==> config.mk <==
export PLATFORM = sky130hd
export DESIGN_NAME = idt_ctrl
export DESIGN_NICKNAME = d
export VERILOG_FILES = /design/src/sv/idt_pkg.sv /design/src/sv/idt_ctrl.sv
export SDC_FILE = /design/constraint.sdc
export NUM_CORES = 1
export LEC_CHECK = 0
export ABC_AREA = 1
export BUFFER_PORTS_ARGS = -buffer_cell sky130_fd_sc_hd__buf_2
export CAP_MARGIN = 20
export CELL_PAD_IN_SITES_DETAIL_PLACEMENT = 0
export CELL_PAD_IN_SITES_GLOBAL_PLACEMENT = 1
export CORE_ASPECT_RATIO = 1.1
export CORE_UTILIZATION = 30
export DETAILED_ROUTE_END_ITERATION = 7
export PLACE_DENSITY_LB_ADDON = 0.1
export SYNTH_ARGS = -nofsm -noshare
export SYNTH_HDL_FRONTEND = slang
export SYNTH_SLANG_ARGS = --single-unit
==> constraint.sdc <==
create_clock -name clk -period 1.9 [get_ports clk]
set_input_delay 0.38 -clock clk [delete_from_list [all_inputs] [get_ports clk]]
set_output_delay 0.38 -clock clk [all_outputs]
set_load 0.05 [all_outputs]
==> src/sv/idt_pkg.sv <==
// Shared types and constants of the inertia dynamometer torque and power unit.
// Used by the controller, the datapath and the top level.
package idt_pkg;

  localparam int TIME_WIDTH_DEF = 40;
  localparam int FRAC_BITS_DEF  = 16;

  localparam logic [63:0] W_NUM   = 64'd26986075410000000;  // 2*pi*1e6, Q32
  localparam logic [63:0] RPM_NUM = 64'd15360000000;        // 60e6 * 256
  localparam logic [63:0] SPD_K   = 64'd2698607541000000;   // 200000*pi, Q32

  localparam logic [1:0] FLT_OK      = 2'd0;
  localparam logic [1:0] FLT_ZERO_DT = 2'd1;
  localparam logic [1:0] FLT_ZERO_TQ = 2'd2;

  localparam logic [7:0] CFG_INERTIA = 8'd0;
  localparam logic [7:0] CFG_DEAD    = 8'd1;
  localparam logic [7:0] CFG_VCORR   = 8'd2;
  localparam logic [7:0] CFG_FLOW    = 8'd3;

  typedef enum logic [3:0] {
    OP_RPM   = 4'd0,
    OP_GEAR  = 4'd1,
    OP_WA    = 4'd2,
    OP_WB    = 4'd3,
    OP_ALPHA = 4'd4,
    OP_TQ    = 4'd5,
    OP_PW    = 4'd6,
    OP_N     = 4'd7,
    OP_D     = 4'd8,
    OP_S     = 4'd9
  } op_t;

  typedef struct packed {
    logic       take;
    logic       start;
    logic       store;
    logic       emit;
    op_t        op;
    logic [1:0] fault;
  } cmd_t;

  typedef struct packed {
    logic produce;
    logic zero_dt;
    logic done;
    logic q_zero;
    logic out_free;
  } stat_t;

  function automatic logic [31:0] sat_s32(input logic [63:0] mag, input logic neg);
    logic [63:0] m;
    begin
      if (neg) begin
        m = (mag > 64'h80000000) ? 64'h80000000 : mag;
        sat_s32 = 32'(64'd0 - m);
      end else begin
        sat_s32 = (mag > 64'h7FFFFFFF) ? 32'h7FFFFFFF : mag[31:0];
      end
    end
  endfunction

  function automatic logic [39:0] sat_s40(input logic [63:0] mag, input logic neg);
    logic [63:0] m;
    begin
      if (neg) begin
        m = (mag > 64'h8000000000) ? 64'h8000000000 : mag;
        sat_s40 = 40'(64'd0 - m);
      end else begin
        sat_s40 = (mag > 64'h7FFFFFFFFF) ? 40'h7FFFFFFFFF : mag[39:0];
      end
    end
  endfunction

endpackage

==> src/sv/idt_ctrl.sv <==
// Controller: accepts items and sequences the ten multiply-divide operations.
// Depends on idt_pkg; drives the datapath through cmd_t and reads stat_t.
module idt_ctrl (
  input  logic           clk,
  input  logic           rst_n,
  input  logic           in_tvalid,
  output logic           in_tready,
  input  idt_pkg::stat_t st,
  output idt_pkg::cmd_t  cmd
);
  import idt_pkg::*;

  typedef enum logic [4:0] {
    S_IDLE  = 5'b00001,
    S_CHECK = 5'b00010,
    S_START = 5'b00100,
    S_WAIT  = 5'b01000,
    S_EMIT  = 5'b10000
  } state_t;

  state_t     state_r, state_nxt;
  op_t        op_r, op_nxt;
  logic [1:0] fault_r, fault_nxt;

  assign in_tready = (state_r == S_IDLE);

  always_comb begin
    state_nxt = state_r;
    op_nxt    = op_r;
    fault_nxt = fault_r;
    cmd       = '0;
    cmd.op    = op_r;
    cmd.fault = fault_r;
    case (state_r)
      S_IDLE: begin
        cmd.take = in_tvalid;
        if (in_tvalid && st.produce) state_nxt = S_CHECK;
      end
      S_CHECK: begin
        if (st.zero_dt) begin
          fault_nxt = FLT_ZERO_DT;
          state_nxt = S_EMIT;
        end else begin
          fault_nxt = FLT_OK;
          op_nxt    = OP_RPM;
          state_nxt = S_START;
        end
      end
      S_START: begin
        cmd.start = 1'b1;
        state_nxt = S_WAIT;
      end
      S_WAIT: begin
        if (st.done) begin
          cmd.store = 1'b1;
          if (op_r == OP_TQ && st.q_zero) begin
            fault_nxt = FLT_ZERO_TQ;
            state_nxt = S_EMIT;
          end else if (op_r == OP_S) begin
            state_nxt = S_EMIT;
          end else begin
            op_nxt    = op_t'(op_r + 4'd1);
            state_nxt = S_START;
          end
        end
      end
      S_EMIT: begin
        // hold until the output register can take the result
        if (st.out_free) begin
          cmd.emit  = 1'b1;
          state_nxt = S_IDLE;
        end
      end
      default: state_nxt = S_IDLE;
    endcase
  end

  always_ff @(posedge clk) begin
    if (!rst_n) begin
      state_r <= S_IDLE;
      op_r    <= OP_RPM;
      fault_r <= FLT_OK;
    end else begin
      state_r <= state_nxt;
      op_r    <= op_nxt;
      fault_r <= fault_nxt;
    end
  end
endmodule

=== Word-level counts from Yosys, hierarchy flattened ===
Cells that the tools add are included.
W data, S select, Z words.

* Add/sub/neg operators: 1
* Equal/unequal tests: 14
* Muxes and demuxes: 22
* Reductions and logical operators: 6

{| class="wikitable"
|+ Operators with widths
! operator !! number
|-
| $mux W5 || 6
|-
| $pmux W5 S5 || 1
|-
| $mux W4 || 4
|-
| $ne A2 B2 Y1 const B || 6
|-
| $pmux W4 S2 || 1
|-
| $mux W1 || 7
|-
| $reduce_and A3 Y1 || 2
|-
| $eq A5 B1 Y1 const B || 1
|-
| $eq A5 B2 Y1 const B || 1
|-
| $eq A5 B3 Y1 const B || 1
|-
| $eq A5 B4 Y1 const B || 1
|-
| $eq A5 B5 Y1 const B || 1
|-
| $reduce_and A5 Y1 || 1
|-
| $add A4 B1 Y4 const B || 1
|-
| $eq A4 B3 Y1 const B || 1
|-
| $eq A4 B4 Y1 const B || 1
|-
| $mux W2 || 2
|-
| $pmux W2 S2 || 1
|-
| $logic_and A1 B1 Y1 || 2
|-
| $ne A2 B1 Y1 const B || 1
|-
| $reduce_bool A2 Y1 || 1
|}

* Register bits after elaboration: 11
* Bits of input ports: 8
* Output and inout bits: 11
* Logic and storage cells: 46

=== Depth between registers and ports, before layout ===
Gate-level depths: netlist of run 1.

* Depth in word-level cells: 5
* Gate-level depth with buffers: 12

=== Worst setup path after synthesis of run 1 ===
OpenSTA, ideal clock, no wires.

* Path kind: register to register
* Start point: register op_r[1]
* End point: register op_r[0]
* Library setup time: 0.115 ns
* Arrival: 1.577 ns
* Data required time: 1.785 ns
* Path slack: 0.208 ns
* Cell stages (with the launch flop): 13
* Path buffers: 0
* Period minus slack after synthesis: 1.692 ns
* Path through: dfxtp_1 -> inv_1 -> ha_1 -> nand2_1 -> inv_1 -> nand2_1 -> nand2_1 -> nand2_4 -> nand2_2 -> nor2_4 -> nand2_1 -> nand2_1 -> nor2_1

* Longest elaborated chain between the ends: 4

{| class="wikitable"
|+ Ends and longest elaborated chain
! item !! RTL line !! RTL
|-
| start, declared || idt_ctrl.sv:22 || <nowiki>op_t op_r, op_nxt;</nowiki>
|-
| start signal, assigned || idt_ctrl.sv:85 || <nowiki>op_r <= op_nxt;</nowiki>
|-
| $eq A4 B3 Y1 || idt_ctrl.sv:56 || <nowiki>if (op_r == OP_TQ && st.q_zero) begin</nowiki>
|-
| $logic_and A1 B1 Y1 || idt_ctrl.sv:56 ||
|-
| $ne A2 B2 Y1 (no line) || -- ||
|-
| $reduce_and A5 Y1 (no line) (*) || -- ||
|}

Mark *: on every way between the ends. The rest lies on a longest branch, timed or not.
A chain may end at the register's enable or synchronous reset.

=== Final worst setup path of run 1 ===
* Start point: register state_r[3]
* End point: output in_tready

* Longest elaborated chain between the ends: 1

{| class="wikitable"
|+ Ends and longest elaborated chain
! item !! RTL line !! RTL
|-
| start, declared || idt_ctrl.sv:21 || <nowiki>state_t state_r, state_nxt;</nowiki>
|-
| start signal, assigned || idt_ctrl.sv:84 || <nowiki>state_r <= state_nxt;</nowiki>
|-
| $eq A5 B1 Y1 || idt_ctrl.sv:25 || <nowiki>assign in_tready = (state_r == S_IDLE);</nowiki>
|-
| end, declared || idt_ctrl.sv:7 || <nowiki>output logic in_tready,</nowiki>
|}

No other way between the ends.

==> results.yml, run 1 <==
run_status:
  status: "finished, final reports clean"
clock_network:
  hold_buffers: 0
  cts_buffers: 3
  postCtsSetupBuffers: 0
  h-tree-depth: 1
  cts_buffer_depth: 2
  cts_tree: "yes"
  cts_root_buf: "clkbuf_4"
  clkTransAtPathRegs_ps: 80
  clock_latency_ps: 270
  ctsResizeCount: 0
  cts_sinks: 11
grt:
  grt_max_degree: 8
  antenna_found_initial: 0
  grt_pass1_wl_mm: 2.470
  grt_use_total_pct: 14.18
  grt_pass1_vias: 584
  grt_overflow: 0
synthesis:
  netlist.area_leader.share_pct: 31.32
  ys_async_sr_fraction_pct: 0
  synth-edff-count: 0
  yosys_warnings: 0
  ys_seq_area_share_pct: 31.32
  synth_top_area_cell: "dfxtp_1"
  syn-mean-instance-area_um2: 6.894
  syn_inst: 102
  ys_seq_elements: 11
  synthTopCellsByArea: "dfxtp_1 (31%), nand2_1 (10%), nor2_1 (8.5%), inv_1 (8.0%), nand3_1 (5.7%)"
  synth_nets: 112
  yosysUniqueCellTypes: 20
  synth_area_um2: 703.2
  synth_ff_type: "dfxtp_1"
layout:
  area_growth_pct: 21.89
  nNetsFinal: 135
  drive_gt1_share_pct: 31.45
  num_antenna_cells: 0
  finalNonFillerCells: 154
drt:
  routed_wirelength_mm: 1.530
  routed-via-count: 688
  drt_first_pass_iters: 4
  ant_nets: 0
  vias_per_cell: 4.468
  drtIter0Drc: 12
  wire_per_inst_um: 9.935
  drc: 0
timing:
  final_max_slew_viol_count: 0
  worst_pin_slew_ps: 249.0
  hold_viol_final: 0
  period_needed_ps: 1719
  final.period_utilization_pct: 90.46
  finalSetupTns_ps: 0
  slew_headroom_pct: 83.51
  rsz0062_at_grt: "no"
  skew_ps: 4.007
  setup_violations: 0
  max_freq_mhz: 581.8
  fin_ws_ps: 181.3
power:
  powerDensity_nw_per_um2: 1132
  vdd_drop_max_uv: 1115
  p_leak_nw: 0.4547
setup_path:
  cp_max_fo: 5
  reg2reg_slack_ps: 420
  cp.required_ps: 1520
  crit_arrival_ps: 1340
  rr_startpoint: "op_r[1]"
  cp-start-kind: "flop"
  r2r_end: "op_r[3]"
  r2r.worst_path.cells: 12
  path_class: "reg2out"
  cp-end-kind: "output pin"
place:
  io_buffers: 18
  placedCellCount: 150
  dp_slack_ps: 425.4
  place_hpwl_mm: 1.207
  place.gp.congestion: 0.7467
die:
  start_util_pct: 31.54
  die_h_um: 52.78
  die_x_um: 48.16
  core_um2: 2230
  fp-row-count: 18
  die_area_um2: 2542
  ioPinCount: 19
hold_path:
  whs_path_depth: 2
  hp-start: "rst_n"
  min_to: "state_r[0]"
  hold_path.class: "in2reg"
job:
  drv_cap: 0
==> metrics by stage <==
step / instance area, µm² / power (W) / util [%] / hold WS (ps)
finish: 857.1 / 0.0009700 / 38.44 / 354.8
floorplan: 703.2 / 0.0007138 / - / 464.1
CTS: 857.1 / 0.0009768 / 38.44 / 351.2
global placement: 830.8 / 0.0008087 / 37.26 / 449.9
global route: 857.1 / 0.001034 / 38.44 / 353.5
detailed placement: 830.8 / 0.0008109 / 37.26 / 452.7
==> sequential cells by signal (all words and copies together) (netlist names) <==
signal,cells
fault_r,2
op_r,4
state_r,5
==> layout make-up <==
class	instances	area [µm²]
inverters	16	60.06
fillers	249	1373
clock buffers	4	26.28
multi-input cells	75	422.9
flip-flops and latches	11	220.2
repair buffers	18	90.09
well taps	30	37.54
==> cells in the mapped netlist, types with 2 or more instances <==
| cell | number |
|---|---|
| nand2_4 | 2 |
| nand2_1 | 19 |
| ha_1 | 2 |
| nand3_1 | 8 |
| nand4_1 | 5 |
| nor2_4 | 2 |
| inv_1 | 15 |
| or2_2 | 2 |
| nor2_1 | 16 |
| nor2_2 | 3 |
| dfxtp_1 | 11 |
| a21oi_1 | 4 |
| nand3_2 | 2 |
| nand2_2 | 4 |
| nor3_1 | 2 |
==> worst max-delay path: stages (launching register included) <==
cell	delay, ps
dfxtp_1	370
nor2_2	180
nand3_1	150
inv_1	110
buf_2	260
==> worst max path at each step <==
stage | from | slack (ps) | end | cells after the start
2_1_floorplan | op_r[1] | 210 | op_r[0] | 12
3_3_place_gp | op_r[1] | 440 | op_r[1] | 12
3_5_place_dp | op_r[1] | 430 | op_r[1] | 12
4_1_cts | state_r[3] | 160 | in_tready | 4
5_1_grt | state_r[3] | 50 | in_tready | 4
6_report | state_r[3] | 180 | in_tready | 4
==> cell usage in the layout, fill, tap and decap left out, drive strengths merged <==
master and count:
nand2 25, nor2 22, buf 18, inv 16, dfxtp 11, nand3 10
nand4 5, a21oi 4, clkbuf 4, nor3 2, or2 2, ha 2
nand3b 1, o21a 1, a31o 1
==> layer usage <==
layer / GRT usage, % / share of wire, %
met2: 20.44 / 44
met5: 0 / 0
met4: 5.556 / 1.1
met3: 5.172 / 4.8
met1: 18.63 / 50
==> cell families after synthesis <==
group / synth area share [%]
adders and majority gates: 3.558
and+or+nand+nor: 51.42
AOI/OAI and AO/OA: 5.161
buffers and inverters: 8.540
DFF: 31.32
==> power by group <==
group	leakage (nW)	internal (W)	total, W	switching [W]
Clock	0.0150	0.0000813	0.000165	0.0000837
Combinational	0.350	0.000131	0.000483	0.000352
Sequential	0.0894	0.000272	0.000322	0.0000502
Note: power is estimated with default switching activity, not from simulation.
==> run 2: changes to the inputs <==
BUFFER_PORTS_ARGS = -buffer_cell sky130_fd_sc_hd__buf_4   (was -buffer_cell sky130_fd_sc_hd__buf_2)
CORE_UTILIZATION = 34   (was 30)
HOLD_SLACK_MARGIN = 0.06   (was unset)
==> run 2 against run 1 <==
Effect of this change: routed wire length decreased by 4.3%; final cell count decreased by 1.9%; sequential power about the same; critical path type unchanged; critical endpoint unchanged; highest routed layer unchanged.
==> results.yml, run 2 (synthesis gave the netlist of run 1 again) <==
run_status:
  status: "finished, final reports clean"
timing:
  worst_pin_slew_ps: 244.5
  max_freq_mhz: 595.4
  finalSetupTns_ps: 0
  hold_viol_final: 0
  skew_ps: 1.763
  fin_ws_ps: 220.6
  rsz0062_at_grt: "no"
  slew_headroom_pct: 83.65
  period_needed_ps: 1679
  final_max_slew_viol_count: 0
  final.period_utilization_pct: 88.39
  setup_violations: 0
drt:
  drtIter0Drc: 17
  vias_per_cell: 4.411
  drt_first_pass_iters: 4
  routed-via-count: 666
  drc: 0
  wire_per_inst_um: 9.695
  ant_nets: 0
  routed_wirelength_mm: 1.464
layout:
  top_regs: "state_r x5, op_r x4, fault_r x2"
  multi_input_area_um2: 422.9
  final_common_cell: "nand2_1"
  largest_register_ffs: 5
  seq_area_um2: 220.2
  drive_gt1_share_pct: 31.45
  mostFrequentLayoutCells: "nand2_1 (19), buf_4 (18), nor2_1 (16)"
  area_growth_pct: 27.76
  top_register: "state_r"
  num_antenna_cells: 0
  fillers: 213
  nNetsFinal: 135
power:
  p_leak_nw: 0.4611
  powerDensity_nw_per_um2: 1106
  vdd_drop_max_uv: 917.2
die:
  start_util_pct: 37.77
  die_area_um2: 2254
  die_x_um: 45.36
  ioPinCount: 19
  fp-row-count: 16
  core_um2: 1862
  die_h_um: 49.70
clock_network:
  cts_tree: "yes"
  cts_root_buf: "clkbuf_4"
  ctsResizeCount: 0
  clkTransAtPathRegs_ps: 70
  postCtsSetupBuffers: 0
  h-tree-depth: 1
  hold_buffers: 0
  cts_sinks: 11
  clock_latency_ps: 270
  cts_buffer_depth: 2
  cts_buffers: 3
grt:
  grt_use_total_pct: 15.55
  grt_overflow: 0
  grt_pass1_vias: 611
  grt_pass1_wl_mm: 2.532
  grt_max_degree: 8
  antenna_found_initial: 0
job:
  drv_cap: 0
place:
  io_buffers: 18
  dp_slack_ps: 426.7
  place.gp.congestion: 0.6929
  place_hpwl_mm: 1.209
setup_path:
  cp-start-kind: "flop"
  cp_cell_sequence: "nor2_2, nand3_1, inv_1, buf_4"
  crit_arrival_ps: 1300
  cp.required_ps: 1520
  cpMaxStageDelayCell: "dfxtp_1"
  cp_slowest_stage_delay_ps: 370
  path_class: "reg2out"
  cp-end-kind: "output pin"
  crit_buf_inv: 2
  cp_max_fo: 5
  worstSetupStartpoint: "state_r[3]"
  rr_startpoint: "op_r[1]"
  crit_family: "flip-flops"
hold_path:
  hp-start: "rst_n"
  hold_path.class: "in2reg"
[run 2: power breakdown]
part           total, W  switching, W  internal, W
Combinational  0.000512      0.000351     0.000160
Clock          0.000162     0.0000806    0.0000813
Sequential     0.000320     0.0000483     0.000272
[run 2: per-stage QoR]
step | cell area (µm²) | util, % | hold slack (ps) | power, W | cells
floorplan | 703.2 | - | 464.1 | 0.0007138 | 102
global placement | 872.1 | 46.84 | 457.8 | 0.0008366 | 147
detailed placement | 872.1 | 46.84 | 464.5 | 0.0008433 | 147
CTS | 898.4 | 48.25 | 341.7 | 0.001009 | 151
global route | 898.4 | 48.25 | 340.3 | 0.001076 | 151
finish | 898.4 | 48.25 | 343.1 | 0.0009936 | 151
[run 2: layout make-up]
cell class / count / share of cell area (%)
Clock buffer: 4 / 2.925
Tap cell: 27 / 3.760
Multi-Input combinational cell: 75 / 47.08
Inverter: 16 / 6.685
Sequential cell: 11 / 24.51
Timing Repair Buffer: 18 / 15.04
[run 2: final timing paths]
check | to | slack [ps] | depth (start not counted)
max | in_tready | 220 | 4
min | state_r[0] | 340 | 2
max reg2reg | op_r[1] | 430 | 12
min reg2reg | fault_r[1] | 470 | 2
[run 2: routing by layer]
metal  routed length [µm]  track usage [%]  part of all wire [%]  vias to the layer above
li1                     -                -                     -                      365
met5                    0                0                     0                        -
met2                  725            22.95                    50                        9
met1                  676            20.99                    46                      288
met3                   34            2.198                   2.3                        4
met4                   27            9.091                   1.8                        0
[run 2: worst reg2reg max path, stage by stage (launching register included)]
cell and delay (ps):
dfxtp_1 410, inv_1 70, ha_1 190, nand2_1 70, inv_1 50, nand2_1 50, nand2_1 70, nand2_4 80
nand2_2 70, nor2_4 150, nand2_1 70, nand2_1 60, nor2_1 30
